==> src/hdl/line_rasterizer_unit_macros.svh <==
// Assertion macros shared by the line rasterizer RTL.
// Included by line_rasterizer_unit.sv; no other dependencies.
`ifndef LINE_RASTERIZER_UNIT_MACROS_SVH
`define LINE_RASTERIZER_UNIT_MACROS_SVH

// Same-cycle implication, checked outside reset.
`define LRAST_ASSERT_IMP(label, clk, rst_n, ante, cons, msg) \
  label: assert property (@(posedge clk) disable iff (!rst_n) (ante) |-> (cons)) \
    else $error(msg);

// Next-cycle implication, checked outside reset.
`define LRAST_ASSERT_NXT(label, clk, rst_n, ante, cons, msg) \
  label: assert property (@(posedge clk) disable iff (!rst_n) (ante) |=> (cons)) \
    else $error(msg);

`endif

==> src/hdl/lrast_pkg.sv <==
// Shared types and constants for the line rasterizer.
// Used by the top level, front end and back end; depends on nothing.
package lrast_pkg;

  localparam int CoordBits  = 16;
  localparam int SurfBits   = 15;
  localparam int ColorBits  = 32;
  localparam int QueueDepth = 4;
  localparam int CfgIdxBits = 1;

  localparam logic [SurfBits-1:0] SurfWidthReset  = 15'd1024;
  localparam logic [SurfBits-1:0] SurfHeightReset = 15'd768;

  typedef enum logic [CfgIdxBits-1:0] {
    CFG_SURFACE_WIDTH  = 1'b0,
    CFG_SURFACE_HEIGHT = 1'b1
  } cfg_reg_e;

  typedef enum logic {
    ACT_START = 1'b0,
    ACT_STEP  = 1'b1
  } action_e;

  typedef struct packed {
    logic is_start;
    logic rejected;
    logic single;
    logic step_x_neg;
    logic step_y_neg;
  } lrast_ctrl_t;

  localparam int CtrlBits = $bits(lrast_ctrl_t);

endpackage

==> src/hdl/line_rasterizer_unit.sv <==
// Top level of the line rasterizer: surface registers, front end, queue, back end.
// Depends on lrast_pkg, lrast_front, lrast_queue, lrast_back and the macro header.
//
//   Channel  Direction  Handshake               Payload
//   in       input      in_valid_i/in_ready_o   action, start/end x and y, color
//   out      output     out_valid_o/out_ready_i pixel x/y, color, visible, last, rejected
//   cfg      input      cfg_we_i                cfg_index_i, cfg_data_i
//
// Every word yields one result, held in the queue and then in the output register;
// while out_ready_i is high the back end retires one word per cycle, so a steady
// stream moves one pixel per clock. Input is taken while the four-entry queue has
// room, so out_ready_i low stalls the input only once the queue fills. Reset clears
// the queue, the walker and the output register and restores a 1024 by 768 surface.
`include "line_rasterizer_unit_macros.svh"

module line_rasterizer_unit #(
  parameter int CoordBits  = lrast_pkg::CoordBits,
  parameter int QueueDepth = lrast_pkg::QueueDepth
) (
  input  logic                                 clk_i,
  input  logic                                 rst_ni,
  input  logic                                 cfg_we_i,
  input  logic [lrast_pkg::CfgIdxBits-1:0]     cfg_index_i,
  input  logic [lrast_pkg::SurfBits-1:0]       cfg_data_i,
  input  logic                                 in_valid_i,
  output logic                                 in_ready_o,
  input  logic                                 action_i,
  input  logic signed [CoordBits-1:0]          start_x_i,
  input  logic signed [CoordBits-1:0]          start_y_i,
  input  logic signed [CoordBits-1:0]          end_x_i,
  input  logic signed [CoordBits-1:0]          end_y_i,
  input  logic [lrast_pkg::ColorBits-1:0]      color_i,
  output logic                                 out_valid_o,
  input  logic                                 out_ready_i,
  output logic signed [CoordBits-1:0]          pixel_x_o,
  output logic signed [CoordBits-1:0]          pixel_y_o,
  output logic [lrast_pkg::ColorBits-1:0]      pixel_color_o,
  output logic                                 visible_o,
  output logic                                 last_o,
  output logic                                 rejected_o
);

  localparam int SW = lrast_pkg::SurfBits;
  localparam int CB = lrast_pkg::ColorBits;
  localparam int CL = lrast_pkg::CtrlBits;
  localparam int QW = CL + 4 * CoordBits + 2 * (CoordBits + 1) + CB;

  logic [SW-1:0] surf_width_q, surf_height_q;

  lrast_pkg::lrast_ctrl_t  f_ctrl, b_ctrl;
  logic [CoordBits:0]      f_dx, f_dy, b_dx, b_dy;
  logic [CoordBits-1:0]    b_x1, b_y1, b_x2, b_y2;
  logic [CB-1:0]           b_color;
  logic [QW-1:0]           q_wdata, q_rdata;
  logic                    q_full, q_empty, push, take;

  always_ff @(posedge clk_i or negedge rst_ni) begin
    if (!rst_ni) begin
      surf_width_q  <= lrast_pkg::SurfWidthReset;
      surf_height_q <= lrast_pkg::SurfHeightReset;
    end else if (cfg_we_i) begin
      unique case (lrast_pkg::cfg_reg_e'(cfg_index_i))
        lrast_pkg::CFG_SURFACE_WIDTH:  surf_width_q  <= cfg_data_i;
        lrast_pkg::CFG_SURFACE_HEIGHT: surf_height_q <= cfg_data_i;
        default: ;
      endcase
    end
  end

  lrast_front #(
    .CoordBits(CoordBits)
  ) u_front (
    .action_i      (action_i),
    .start_x_i     (start_x_i),
    .start_y_i     (start_y_i),
    .end_x_i       (end_x_i),
    .end_y_i       (end_y_i),
    .surf_width_i  (surf_width_q),
    .surf_height_i (surf_height_q),
    .ctrl_o        (f_ctrl),
    .delta_x_o     (f_dx),
    .delta_y_o     (f_dy)
  );

  assign in_ready_o = !q_full;
  assign push       = in_valid_i && !q_full;
  assign q_wdata    = {f_ctrl, start_x_i, start_y_i, end_x_i, end_y_i, f_dx, f_dy, color_i};

  lrast_queue #(
    .Width(QW),
    .Depth(QueueDepth)
  ) u_queue (
    .clk_i       (clk_i),
    .rst_ni      (rst_ni),
    .push_i      (push),
    .push_data_i (q_wdata),
    .pop_i       (take),
    .pop_data_o  (q_rdata),
    .full_o      (q_full),
    .empty_o     (q_empty)
  );

  assign {b_ctrl, b_x1, b_y1, b_x2, b_y2, b_dx, b_dy, b_color} = q_rdata;
  assign take = !q_empty && (!out_valid_o || out_ready_i);

  lrast_back #(
    .CoordBits(CoordBits)
  ) u_back (
    .clk_i         (clk_i),
    .rst_ni        (rst_ni),
    .take_i        (take),
    .ctrl_i        (b_ctrl),
    .start_x_i     ($signed(b_x1)),
    .start_y_i     ($signed(b_y1)),
    .end_x_i       ($signed(b_x2)),
    .end_y_i       ($signed(b_y2)),
    .delta_x_i     (b_dx),
    .delta_y_i     (b_dy),
    .color_i       (b_color),
    .surf_width_i  (surf_width_q),
    .surf_height_i (surf_height_q),
    .out_ready_i   (out_ready_i),
    .out_valid_o   (out_valid_o),
    .pixel_x_o     (pixel_x_o),
    .pixel_y_o     (pixel_y_o),
    .pixel_color_o (pixel_color_o),
    .visible_o     (visible_o),
    .last_o        (last_o),
    .rejected_o    (rejected_o)
  );

  `LRAST_ASSERT_IMP(a_reject_is_blank, clk_i, rst_ni, out_valid_o && rejected_o, last_o && !visible_o && (pixel_color_o == '0), "rejected result must be a blank last word")
  `LRAST_ASSERT_IMP(a_stall_has_backlog, clk_i, rst_ni, !in_ready_o, !q_empty, "input stalled while the queue is empty")
  `LRAST_ASSERT_NXT(a_take_shows_result, clk_i, rst_ni, take, out_valid_o, "a retired word did not reach the output register")

endmodule

==> src/hdl/lrast_front.sv <==
// Front end: classifies each incoming word, runs the off-surface reject test
// and forms the absolute deltas and step directions. Uses lrast_pkg.
module lrast_front #(
  parameter int CoordBits = lrast_pkg::CoordBits
) (
  input  logic                            action_i,
  input  logic signed [CoordBits-1:0]     start_x_i,
  input  logic signed [CoordBits-1:0]     start_y_i,
  input  logic signed [CoordBits-1:0]     end_x_i,
  input  logic signed [CoordBits-1:0]     end_y_i,
  input  logic [lrast_pkg::SurfBits-1:0]  surf_width_i,
  input  logic [lrast_pkg::SurfBits-1:0]  surf_height_i,
  output lrast_pkg::lrast_ctrl_t          ctrl_o,
  output logic [CoordBits:0]              delta_x_o,
  output logic [CoordBits:0]              delta_y_o
);

  localparam int SW   = lrast_pkg::SurfBits;
  localparam int CmpW = ((CoordBits > SW) ? CoordBits : SW) + 2;

  logic signed [CmpW-1:0] x1_e, y1_e, x2_e, y2_e, w_e, h_e;
  logic signed [CoordBits:0] x1_w, y1_w, x2_w, y2_w, dx_s, dy_s;
  logic off_side;

  assign x1_e = CmpW'(start_x_i);
  assign y1_e = CmpW'(start_y_i);
  assign x2_e = CmpW'(end_x_i);
  assign y2_e = CmpW'(end_y_i);
  assign w_e  = $signed({{(CmpW-SW){1'b0}}, surf_width_i});
  assign h_e  = $signed({{(CmpW-SW){1'b0}}, surf_height_i});

  assign off_side = (x1_e[CmpW-1] && x2_e[CmpW-1]) ||
                    ((x1_e >= w_e) && (x2_e >= w_e)) ||
                    (y1_e[CmpW-1] && y2_e[CmpW-1]) ||
                    ((y1_e >= h_e) && (y2_e >= h_e));

  assign x1_w = (CoordBits+1)'(start_x_i);
  assign y1_w = (CoordBits+1)'(start_y_i);
  assign x2_w = (CoordBits+1)'(end_x_i);
  assign y2_w = (CoordBits+1)'(end_y_i);
  assign dx_s = x2_w - x1_w;
  assign dy_s = y2_w - y1_w;

  always_comb begin
    ctrl_o.is_start   = (action_i == lrast_pkg::ACT_START);
    ctrl_o.rejected   = off_side;
    ctrl_o.single     = (start_x_i == end_x_i) && (start_y_i == end_y_i);
    ctrl_o.step_x_neg = !(start_x_i < end_x_i);
    ctrl_o.step_y_neg = !(start_y_i < end_y_i);
    delta_x_o = dx_s[CoordBits] ? $unsigned(-dx_s) : $unsigned(dx_s);
    delta_y_o = dy_s[CoordBits] ? $unsigned(-dy_s) : $unsigned(dy_s);
  end

endmodule

==> src/hdl/lrast_queue.sv <==
// Small first-in first-out queue between the front and back ends.
// Generic width and depth; no package dependencies.
module lrast_queue #(
  parameter int Width = 8,
  parameter int Depth = 4
) (
  input  logic             clk_i,
  input  logic             rst_ni,
  input  logic             push_i,
  input  logic [Width-1:0] push_data_i,
  input  logic             pop_i,
  output logic [Width-1:0] pop_data_o,
  output logic             full_o,
  output logic             empty_o
);

  localparam int PtrW = (Depth > 1) ? $clog2(Depth) : 1;
  localparam int CntW = $clog2(Depth + 1);
  localparam logic [PtrW-1:0] LastPtr = PtrW'(Depth - 1);

  logic [Width-1:0] mem_q [Depth];
  logic [PtrW-1:0]  wr_ptr_q, wr_ptr_d, rd_ptr_q, rd_ptr_d;
  logic [CntW-1:0]  count_q, count_d;
  logic             do_push, do_pop;

  assign full_o     = (count_q == CntW'(Depth));
  assign empty_o    = (count_q == '0);
  assign do_push    = push_i && !full_o;
  assign do_pop     = pop_i && !empty_o;
  assign pop_data_o = mem_q[rd_ptr_q];

  always_comb begin
    wr_ptr_d = wr_ptr_q;
    rd_ptr_d = rd_ptr_q;
    count_d  = count_q;
    if (do_push) begin
      wr_ptr_d = (wr_ptr_q == LastPtr) ? '0 : wr_ptr_q + 1'b1;
    end
    if (do_pop) begin
      rd_ptr_d = (rd_ptr_q == LastPtr) ? '0 : rd_ptr_q + 1'b1;
    end
    if (do_push && !do_pop) begin
      count_d = count_q + 1'b1;
    end else if (do_pop && !do_push) begin
      count_d = count_q - 1'b1;
    end
  end

  always_ff @(posedge clk_i or negedge rst_ni) begin
    if (!rst_ni) begin
      wr_ptr_q <= '0;
      rd_ptr_q <= '0;
      count_q  <= '0;
    end else begin
      wr_ptr_q <= wr_ptr_d;
      rd_ptr_q <= rd_ptr_d;
      count_q  <= count_d;
    end
  end

  always_ff @(posedge clk_i) begin
    if (do_push) begin
      mem_q[wr_ptr_q] <= push_data_i;
    end
  end

endmodule

==> src/hdl/lrast_back.sv <==
// Back end: Bresenham walker state, error-term update and the output register.
// Takes one queued word per cycle while take_i is high; uses lrast_pkg.
module lrast_back #(
  parameter int CoordBits = lrast_pkg::CoordBits
) (
  input  logic                                clk_i,
  input  logic                                rst_ni,
  input  logic                                take_i,
  input  lrast_pkg::lrast_ctrl_t              ctrl_i,
  input  logic signed [CoordBits-1:0]         start_x_i,
  input  logic signed [CoordBits-1:0]         start_y_i,
  input  logic signed [CoordBits-1:0]         end_x_i,
  input  logic signed [CoordBits-1:0]         end_y_i,
  input  logic [CoordBits:0]                  delta_x_i,
  input  logic [CoordBits:0]                  delta_y_i,
  input  logic [lrast_pkg::ColorBits-1:0]     color_i,
  input  logic [lrast_pkg::SurfBits-1:0]      surf_width_i,
  input  logic [lrast_pkg::SurfBits-1:0]      surf_height_i,
  input  logic                                out_ready_i,
  output logic                                out_valid_o,
  output logic signed [CoordBits-1:0]         pixel_x_o,
  output logic signed [CoordBits-1:0]         pixel_y_o,
  output logic [lrast_pkg::ColorBits-1:0]     pixel_color_o,
  output logic                                visible_o,
  output logic                                last_o,
  output logic                                rejected_o
);

  localparam int SW   = lrast_pkg::SurfBits;
  localparam int CB   = lrast_pkg::ColorBits;
  localparam int ErrW = CoordBits + 2;
  localparam int CmpW = ((CoordBits > SW) ? CoordBits : SW) + 2;

  logic signed [CoordBits-1:0] cur_x_q, cur_x_d, cur_y_q, cur_y_d;
  logic signed [CoordBits-1:0] stop_x_q, stop_x_d, stop_y_q, stop_y_d;
  logic [CoordBits:0]          dx_q, dx_d, dy_q, dy_d;
  logic                        neg_x_q, neg_x_d, neg_y_q, neg_y_d;
  logic signed [ErrW-1:0]      err_q, err_d;
  logic [CB-1:0]               color_q, color_d;
  logic                        active_q, active_d;

  logic                        out_valid_q;
  logic signed [CoordBits-1:0] px_q, px_d, py_q, py_d;
  logic [CB-1:0]               pcol_q, pcol_d;
  logic                        vis_q, vis_d, last_q, last_d, rej_q, rej_d;

  logic signed [ErrW:0]        e2, dx_e, dy_e;
  logic signed [ErrW-1:0]      dx_r, dy_r;
  logic                        move_x, move_y;
  logic signed [CoordBits-1:0] nx, ny;
  logic signed [CoordBits-1:0] vis_x, vis_y;
  logic signed [CmpW-1:0]      vx_e, vy_e, w_e, h_e;
  logic                        in_surf;

  assign dx_r   = $signed({1'b0, dx_q});
  assign dy_r   = $signed({1'b0, dy_q});
  assign dx_e   = $signed({2'b00, dx_q});
  assign dy_e   = $signed({2'b00, dy_q});
  assign e2     = {err_q, 1'b0};
  assign move_x = (e2 > -dy_e);
  assign move_y = (e2 < dx_e);
  assign nx     = move_x ? (neg_x_q ? cur_x_q - 1'b1 : cur_x_q + 1'b1) : cur_x_q;
  assign ny     = move_y ? (neg_y_q ? cur_y_q - 1'b1 : cur_y_q + 1'b1) : cur_y_q;

  assign vis_x   = ctrl_i.is_start ? end_x_i : cur_x_q;
  assign vis_y   = ctrl_i.is_start ? end_y_i : cur_y_q;
  assign vx_e    = CmpW'(vis_x);
  assign vy_e    = CmpW'(vis_y);
  assign w_e     = $signed({{(CmpW-SW){1'b0}}, surf_width_i});
  assign h_e     = $signed({{(CmpW-SW){1'b0}}, surf_height_i});
  assign in_surf = !vx_e[CmpW-1] && (vx_e < w_e) && !vy_e[CmpW-1] && (vy_e < h_e);

  always_comb begin
    cur_x_d  = cur_x_q;
    cur_y_d  = cur_y_q;
    stop_x_d = stop_x_q;
    stop_y_d = stop_y_q;
    dx_d     = dx_q;
    dy_d     = dy_q;
    neg_x_d  = neg_x_q;
    neg_y_d  = neg_y_q;
    err_d    = err_q;
    color_d  = color_q;
    active_d = active_q;
    px_d     = '0;
    py_d     = '0;
    pcol_d   = '0;
    vis_d    = 1'b0;
    last_d   = 1'b1;
    rej_d    = 1'b0;
    if (ctrl_i.is_start) begin
      if (ctrl_i.rejected) begin
        active_d = 1'b0;
        rej_d    = 1'b1;
      end else begin
        cur_x_d  = start_x_i;
        cur_y_d  = start_y_i;
        stop_x_d = end_x_i;
        stop_y_d = end_y_i;
        dx_d     = delta_x_i;
        dy_d     = delta_y_i;
        neg_x_d  = ctrl_i.step_x_neg;
        neg_y_d  = ctrl_i.step_y_neg;
        err_d    = $signed({1'b0, delta_x_i}) - $signed({1'b0, delta_y_i});
        color_d  = color_i;
        active_d = !ctrl_i.single;
        px_d     = end_x_i;
        py_d     = end_y_i;
        pcol_d   = color_i;
        vis_d    = in_surf;
        last_d   = ctrl_i.single;
      end
    end else if (active_q) begin
      cur_x_d  = nx;
      cur_y_d  = ny;
      err_d    = err_q - (move_x ? dy_r : '0) + (move_y ? dx_r : '0);
      last_d   = (nx == stop_x_q) && (ny == stop_y_q);
      active_d = !last_d;
      px_d     = cur_x_q;
      py_d     = cur_y_q;
      pcol_d   = color_q;
      vis_d    = in_surf;
    end
  end

  always_ff @(posedge clk_i or negedge rst_ni) begin
    if (!rst_ni) begin
      active_q    <= 1'b0;
      out_valid_q <= 1'b0;
    end else begin
      if (take_i) begin
        active_q    <= active_d;
        out_valid_q <= 1'b1;
      end else if (out_ready_i) begin
        out_valid_q <= 1'b0;
      end
    end
  end

  always_ff @(posedge clk_i) begin
    if (take_i) begin
      cur_x_q  <= cur_x_d;
      cur_y_q  <= cur_y_d;
      stop_x_q <= stop_x_d;
      stop_y_q <= stop_y_d;
      dx_q     <= dx_d;
      dy_q     <= dy_d;
      neg_x_q  <= neg_x_d;
      neg_y_q  <= neg_y_d;
      err_q    <= err_d;
      color_q  <= color_d;
      px_q     <= px_d;
      py_q     <= py_d;
      pcol_q   <= pcol_d;
      vis_q    <= vis_d;
      last_q   <= last_d;
      rej_q    <= rej_d;
    end
  end

  assign out_valid_o   = out_valid_q;
  assign pixel_x_o     = px_q;
  assign pixel_y_o     = py_q;
  assign pixel_color_o = pcol_q;
  assign visible_o     = vis_q;
  assign last_o        = last_q;
  assign rejected_o    = rej_q;

endmodule

==> config.mk <==
export PLATFORM = sky130hd
export DESIGN_NAME = line_rasterizer_unit
export DESIGN_NICKNAME = d
export VERILOG_FILES = /design/src/hdl/lrast_pkg.sv /design/src/hdl/line_rasterizer_unit.sv /design/src/hdl/lrast_front.sv /design/src/hdl/lrast_queue.sv /design/src/hdl/lrast_back.sv
export VERILOG_INCLUDE_DIRS = /design/src /design/src/hdl
export SDC_FILE = /design/constraint.sdc
export NUM_CORES = 1
export LEC_CHECK = 0
export BUFFER_PORTS_ARGS = -buffer_cell sky130_fd_sc_hd__buf_2
export CAP_MARGIN = 5
export CORE_MARGIN = 1
export CORE_UTILIZATION = 50
export DETAILED_ROUTE_END_ITERATION = 6
export PLACE_DENSITY = 0.67
export SKIP_CTS_REPAIR_TIMING = 1
export SKIP_LAST_GASP = 1
export SYNTH_ARGS = -nofsm -noshare
export SYNTH_HDL_FRONTEND = slang
export SYNTH_SLANG_ARGS = --single-unit
==> constraint.sdc <==
create_clock -name clk_i -period 9.85 [get_ports clk_i]
set_clock_uncertainty 0.05 [all_clocks]
set_input_delay 0.985 -clock clk_i [delete_from_list [all_inputs] [get_ports clk_i]]
set_output_delay 0.985 -clock clk_i [all_outputs]
set_load 0.1 [all_outputs]
**Yosys cells after proc, flatten, opt, wreduce, memory -nomap -nowiden**

Memory sizes are Yosys's and may differ from the RTL's.
Index checks and enable logic that the tools add are counted.

- RAM bits: 540
- Memories kept: 1
- Latch bits: 0
- Logic and storage cells: 145
- Flip-flop bits (word level): 256
- Memory bits (read-only): 0
- Bits of input ports: 118

Memory list:

| name | words | bits a word | read ports | clocked after Yosys merged registers in | write ports | line | RTL |
|---|---|---|---|---|---|---|---|
| u_queue.mem_q | 4 | 135 | 1 | 0 | 1 | lrast_queue.sv:21 | `logic [Width-1:0] mem_q [Depth];` |

- Shift-type cells: 0
- Add/subtract/negate cells: 16
- Bitwise logic cells: 3
- Eq/ne operators: 8
- Magnitude comparators: 10
- Multiply operators: 0
- Reductions and logical operators: 38
- Divide/modulo/power cells: 0
- Muxes and demuxes: 46

Operators with widths:

| operator | count |
|---|---|
| $mux W16 | 18 |
| $mux W32 | 3 |
| $mux W17 | 4 |
| $eq A16 B16 Y1 | 4 |
| $ge A16 B16 Y1 | 4 |
| $lt A16 B16 Y1 | 4 |
| $mux W18 | 3 |
| $neg A17 Y17 | 2 |
| $sub A16 B16 Y17 | 2 |
| $add A16 B1 Y16 const B | 2 |
| $sub A16 B1 Y16 const B | 2 |
| $gt A19 B19 Y1 | 1 |
| $lt A19 B18 Y1 | 1 |
| $neg A17 Y19 | 1 |
| $add A18 B18 Y18 | 1 |
| $sub A17 B17 Y18 | 1 |
| $sub A18 B18 Y18 | 1 |
| $logic_and A1 B1 Y1 | 15 |
| $mux W1 | 14 |
| $logic_not A1 Y1 | 11 |
| $mux W3 | 2 |
| $reduce_and A3 Y1 | 2 |
| $reduce_bool A2 Y1 | 3 |
| $add A2 B1 Y2 const B | 2 |
| 10 further kinds | 18 |

**Logic depth before layout (Yosys ltp)**

- Depth after elaboration: 8
- Gate-level depth with buffers: 29

**Cells and area by module**

A second synthesis with hierarchy kept.

- Cell total of the unflattened synthesis: 2,751
- Area, all modules: 40,111.0 um^2

By module, submodules not included:

| module | times used | seq. area each (um^2) | cells an instance | area each (um^2) |
|---|---|---|---|---|
| lrast_queue | 1 | 16,390.7 | 742 | 19,916.6 |
| lrast_back | 1 | 6,566.3 | 1,382 | 15,006.9 |
| lrast_front | 1 | 0.0 | 558 | 3,976.3 |
| line_rasterizer_unit | 1 | 754.5 | 69 | 1,211.2 |

**Worst setup path before layout**

Ideal clock, no wire load.

- Kind: flip-flop to flip-flop
- From: reg u_queue.rd_ptr_q[0]
- To: reg u_back.color_q[0] (enable)
- Cell stages (with the launch flop): 8
- Buffers on the path: 4
- Setup slack: 0.771 ns
- Data required time: 9.119 ns
- Clock period less this slack: 9.079 ns
- Arrival: 8.348 ns
- Path through: dfrtp_1 -> clkbuf_1 -> buf_2 -> mux2_2 -> o21ai_0 -> clkbuf_1 -> clkbuf_1 -> nor3_1

- Word-level cells in the longest chain between the ends: 3

RTL lines:

| item | line | RTL |
|---|---|---|
| start: declaration | lrast_queue.sv:22 | `logic [PtrW-1:0] wr_ptr_q, wr_ptr_d, rd_ptr_q, rd_ptr_d;` |
| start signal: assignment | lrast_queue.sv:56 | `rd_ptr_q <= rd_ptr_d;` |
| $mem_v2 Z4 W135 (*) | -- |  |
| $not A1 Y1 (no source line) | -- |  |
| $reduce_and A3 Y1 (no source line) (*) | -- |  |
| end signal: assignment | lrast_back.sv:151 | `color_q <= color_d;` |
| end: declaration | lrast_back.sv:39 | `logic [CB-1:0] color_q, color_d;` |

Mark *: on every way between the ends. The rest lies on a longest branch, timed or not.
A chain may end at the register's enable or synchronous reset.

**Final worst setup path**

- From: reg u_back.dy_q[4]
- To: reg u_back.err_q[17], data pin

- Word-level cells in the longest chain between the ends: 7

RTL lines:

| item | line | RTL |
|---|---|---|
| start: declaration | lrast_back.sv:36 | `logic [CoordBits:0] dx_q, dx_d, dy_q, dy_d;` |
| start signal: assignment | lrast_back.sv:147 | `dy_q <= dy_d;` |
| $neg A17 Y19 | lrast_back.sv:60 | `assign move_x = (e2 > -dy_e);` |
| $gt A19 B19 Y1 | lrast_back.sv:60 |  |
| $mux W17 (*) | lrast_back.sv:116 | `err_d = err_q - (move_x ? dy_r : '0) + (move_y ? dx_r : '0);` |
| $sub A18 B18 Y18 (*) | lrast_back.sv:116 |  |
| $add A18 B18 Y18 (*) | lrast_back.sv:116 |  |
| $mux W18 (*) | lrast_back.sv:113 | `end else if (active_q) begin` |
| $mux W18 (*) | lrast_back.sv:91 | `if (ctrl_i.is_start) begin` |
| net u_back.err_d[17] | lrast_back.sv:38 | `logic signed [ErrW-1:0] err_q, err_d;` |
| end signal: assignment | lrast_back.sv:150 | `err_q <= err_d;` |
| end: declaration | lrast_back.sv:38 |  |

The timed path passes the listed nets; every way through them passes the cells marked *. The select of a mux whose other input is x is not followed.

==> results by group <==
Run status
  – Run status: finished clean

Clock network
  – Clock tree from TritonCTS: done
  – Clk_lat worst skew: 660 ps
  – Clock transition time at the flip-flop clock pins of the worst setup and hold paths: 60 ps
  – TritonCTS Sinks: 796
  – Buffer cell driving the clock tree root: sky130_fd_sc_hd__clkbuf_16
  – Number of clock buffers inserted by TritonCTS: 85
  – Clock tree buffer depth: 3
  – H-tree Lvls: 3

Worst setup path
  – Endpoint type of the worst setup path: flop
  – Worst setup path start: u_back.dy_q[4]$_DFFE_PP_
  – Critical path start-end classification: reg -> reg
  – Worst EP required: 10,160 ps
  – Crit path max-delay cell type: sky130_fd_sc_hd__o41ai_1
  – Critical Path Sink: u_back.err_q[17]$_DFFE_PP_
  – FF-to-FF End: u_back.err_q[17]$_DFFE_PP_
  – Reg2reg start: u_back.dy_q[4]$_DFFE_PP_
  – Reg2Reg Setup Slack: 2320 ps
  – Largest driver fanout on the critical path: 52
  – Max incr delay on CP: 590 ps
  – Register-to-Register Path Depth: 26
  – Most frequent cell on the critical path: sky130_fd_sc_hd__nor4_1
  – Stages on worst setup path: 26
  – Arr. time, crit path: 7840 ps
  – Cell type group with the largest total delay on the critical path: simple AND/OR/NAND/NOR gates
  – CP Launch Type: flop
  – Number of buffer and inverter instances along the worst setup path: 2

Final layout
  – Growth of design area from synthesis to finish: 12.7%
  – Net count of the finished layout: 3,373
  – Share of layout cells above drive strength 1: 0.170
  – Filler instances: 6,095
  – Most common cell after layout, fill and taps aside: sky130_fd_sc_hd__edfxtp_1
  – Leading cell types in the layout, fill and taps excluded: sky130_fd_sc_hd__edfxtp_1 (757), sky130_fd_sc_hd__ha_1 (230), sky130_fd_sc_hd__nand2_1 (219)

Timing
  – Fin crit period: 7530 ps
  – Unrepaired setup endpoints after global routing: false
  – Hold violation total from the final report: 0
  – Fin crit share: 0.764
  – Slew margin rel.: 0.269
  – Setup TNS after final layout: 0 ps
  – Count of endpoints failing setup in the final report: 0
  – Actual slew at the worst max-slew pin: 1090 ps
  – Slew Limit Fails: 0
  – Fmax achieved: 0.133 GHz

Synth
  – Register area share after synthesis: 0.601
  – Number of instances in the synthesized netlist: 2,789
  – Post-synthesis async set-or-reset flop share: 0.0490
  – Flop and latch count out of synthesis: 796
  – Count of cell types in the netlist: 79
  – Avg Cell Area, Syn: 14.1 um^2
  – Post-synthesis instance area: 0.0395 mm^2
  – Most common flop cell mapped by yosys: sky130_fd_sc_hd__edfxtp_1
  – Count of flip-flops with a built-in enable after synthesis: 757
  – Net count after synthesis: 3,160
  – Ys Warns: 0

Job
  – Number of maximum-capacitance constraint violations: 0

Route
  – DR WL met2: 47.9 mm
  – Antenna-violating nets left: 0
  – Remaining routing DRC violations: 0
  – DRT Pass-1 Iters: 5
  – Vias: 24,700
  – Routed length per placed instance: 24.9 um
  – Uppermost metal layer occupied by signal nets: met5
  – Number of DRC markers in iteration 0: 2,555
  – Met1 Wirelength: 44.8 mm
  – Routed wire length: 102 mm
  – Routed wire length on met3: 7.26 mm
  – Vias/cell: 6.02

Global routing
  – GRT Util Overall: 0.257
  – Pin count of the biggest net entering global routing: 116
  – Vias in the first global route: 24,700
  – Grt ovf: 0
  – Wire length of the first global-routing pass: 153 mm
  – Antenna violations before repair: 8

Die
  – Vertical extent of the die: 283 um
  – Total core area: 0.0777 mm^2
  – Initial core utilization: 0.508
  – Placement Rows: 102
  – Area of the die: 0.0800 mm^2
  – Num ports: 187
  – Horizontal die dimension: 283 um

Worst hold path
  – Hold Crit Class: in -> async

Placed design
  – Weighted congestion reported at the end of routability-driven placement: 0.930
  – Detailed placer's ending HPWL: 72.1 mm
  – I/O Buffers: 186
-- kinds of logic after synthesis --
| family | synth area share |
|---|---|
| buffers and inverters | 0.0267 |
| muxes | 0.0902 |
| xor gates and xnor gates | 0.0364 |
| adders and majority gates | 0.0846 |
| DFF | 0.601 |
| and+or+nand+nor | 0.0764 |
| AOI/OAI and AO/OA | 0.0847 |
-- cells in the mapped netlist, drive strengths merged (21+ instances only) --
cell type | count | area, um^2
a211oi | 23 | 173
a21o | 37 | 278
a21oi | 93 | 465
a22o | 62 | 543
and2 | 26 | 163
buf | 31 | 125
clkbuf | 57 | 214
dfrtp | 36 | 901
edfxtp | 757 | 22700
fa | 23 | 460
ha | 230 | 2880
inv | 190 | 713
mux2 | 21 | 236
mux2i | 28 | 280
mux4 | 135 | 3040
nand2 | 219 | 822
nand2b | 28 | 175
nand3 | 32 | 160
nand4 | 34 | 213
nor2 | 120 | 450
nor2b | 36 | 225
nor3 | 50 | 250
o21a | 33 | 248
o21ai | 122 | 611
xnor2 | 93 | 815
xor2 | 65 | 577
-- sequential cells by signal (all words and copies together) (netlist names), 2 cells and up --
signal	flops
surf_width_q	15
u_back.cur_y_q	16
u_back.dx_q	17
u_back.stop_x_q	16
u_back.err_q	18
u_queue.rd_ptr_q	2
u_queue.wr_ptr_q	2
u_back.cur_x_q	16
u_back.pixel_y_o	16
u_back.pixel_x_o	16
u_back.stop_y_q	16
surf_height_q	15
u_back.color_q	32
u_back.dy_q	17
u_queue.count_q	3
u_queue.mem_q	540
u_back.pixel_color_o	32
-- worst min path at each step --
stage                              startpoint                             end  slack [ps]  depth (start not counted)
2_1_floorplan  u_queue.count_q[2]$_DFFE_PN0P_  u_queue.count_q[2]$_DFFE_PN0P_         430                          1
3_3_place_gp     surf_height_q[7]$_DFFE_PN0P_    surf_height_q[7]$_DFFE_PN0P_         450                          1
3_5_place_dp    surf_height_q[12]$_DFFE_PN0P_   surf_height_q[12]$_DFFE_PN0P_         450                          1
4_1_cts                                rst_ni     surf_width_q[1]$_DFFE_PN0P_         420                          1
6_report                               rst_ni     surf_width_q[1]$_DFFE_PN0P_         420                          1
5_1_grt                                rst_ni     surf_width_q[1]$_DFFE_PN0P_         480                          1
-- per-layer routing --
layer,vias to the layer above,track usage
li1,11100,-
met1,12600,0.373
met2,902,0.405
met3,158,0.0389
met4,4,0.0711
met5,-,0
-- through the flow --
step / utilization / hold WS [ps] / worst slack [ps] / cell area (um^2) / cells
3_3_place_gp: 0.536 / 447 / 2430 / 41600 / 3954
3_5_place_dp: 0.536 / 449 / 2320 / 41600 / 3954
2_1_floorplan: - / 427 / 771 / 39500 / 2789
4_1_cts: 0.572 / 424 / 2310 / 44400 / 4108
6_report: 0.572 / 419 / 2320 / 44500 / 4113
5_1_grt: 0.572 / 475 / 1670 / 44500 / 4112
-- area by class of cell --
class	instances	area [um^2]	share of cell area
Tap cell	1040	1300	0.0293
Multi-Input combinational cell	1715	14800	0.332
Timing Repair Buffer	214	1150	0.0259
Sequential cell	796	23700	0.533
Antenna cell	4	10.0	0.000225
Clock buffer	102	2190	0.0493
Inverter	190	714	0.0161
Clock inverter	52	607	0.0136
Power is not shown: default switching activity piles up to over one toggle a cycle in this logic, so the estimate is an artifact.
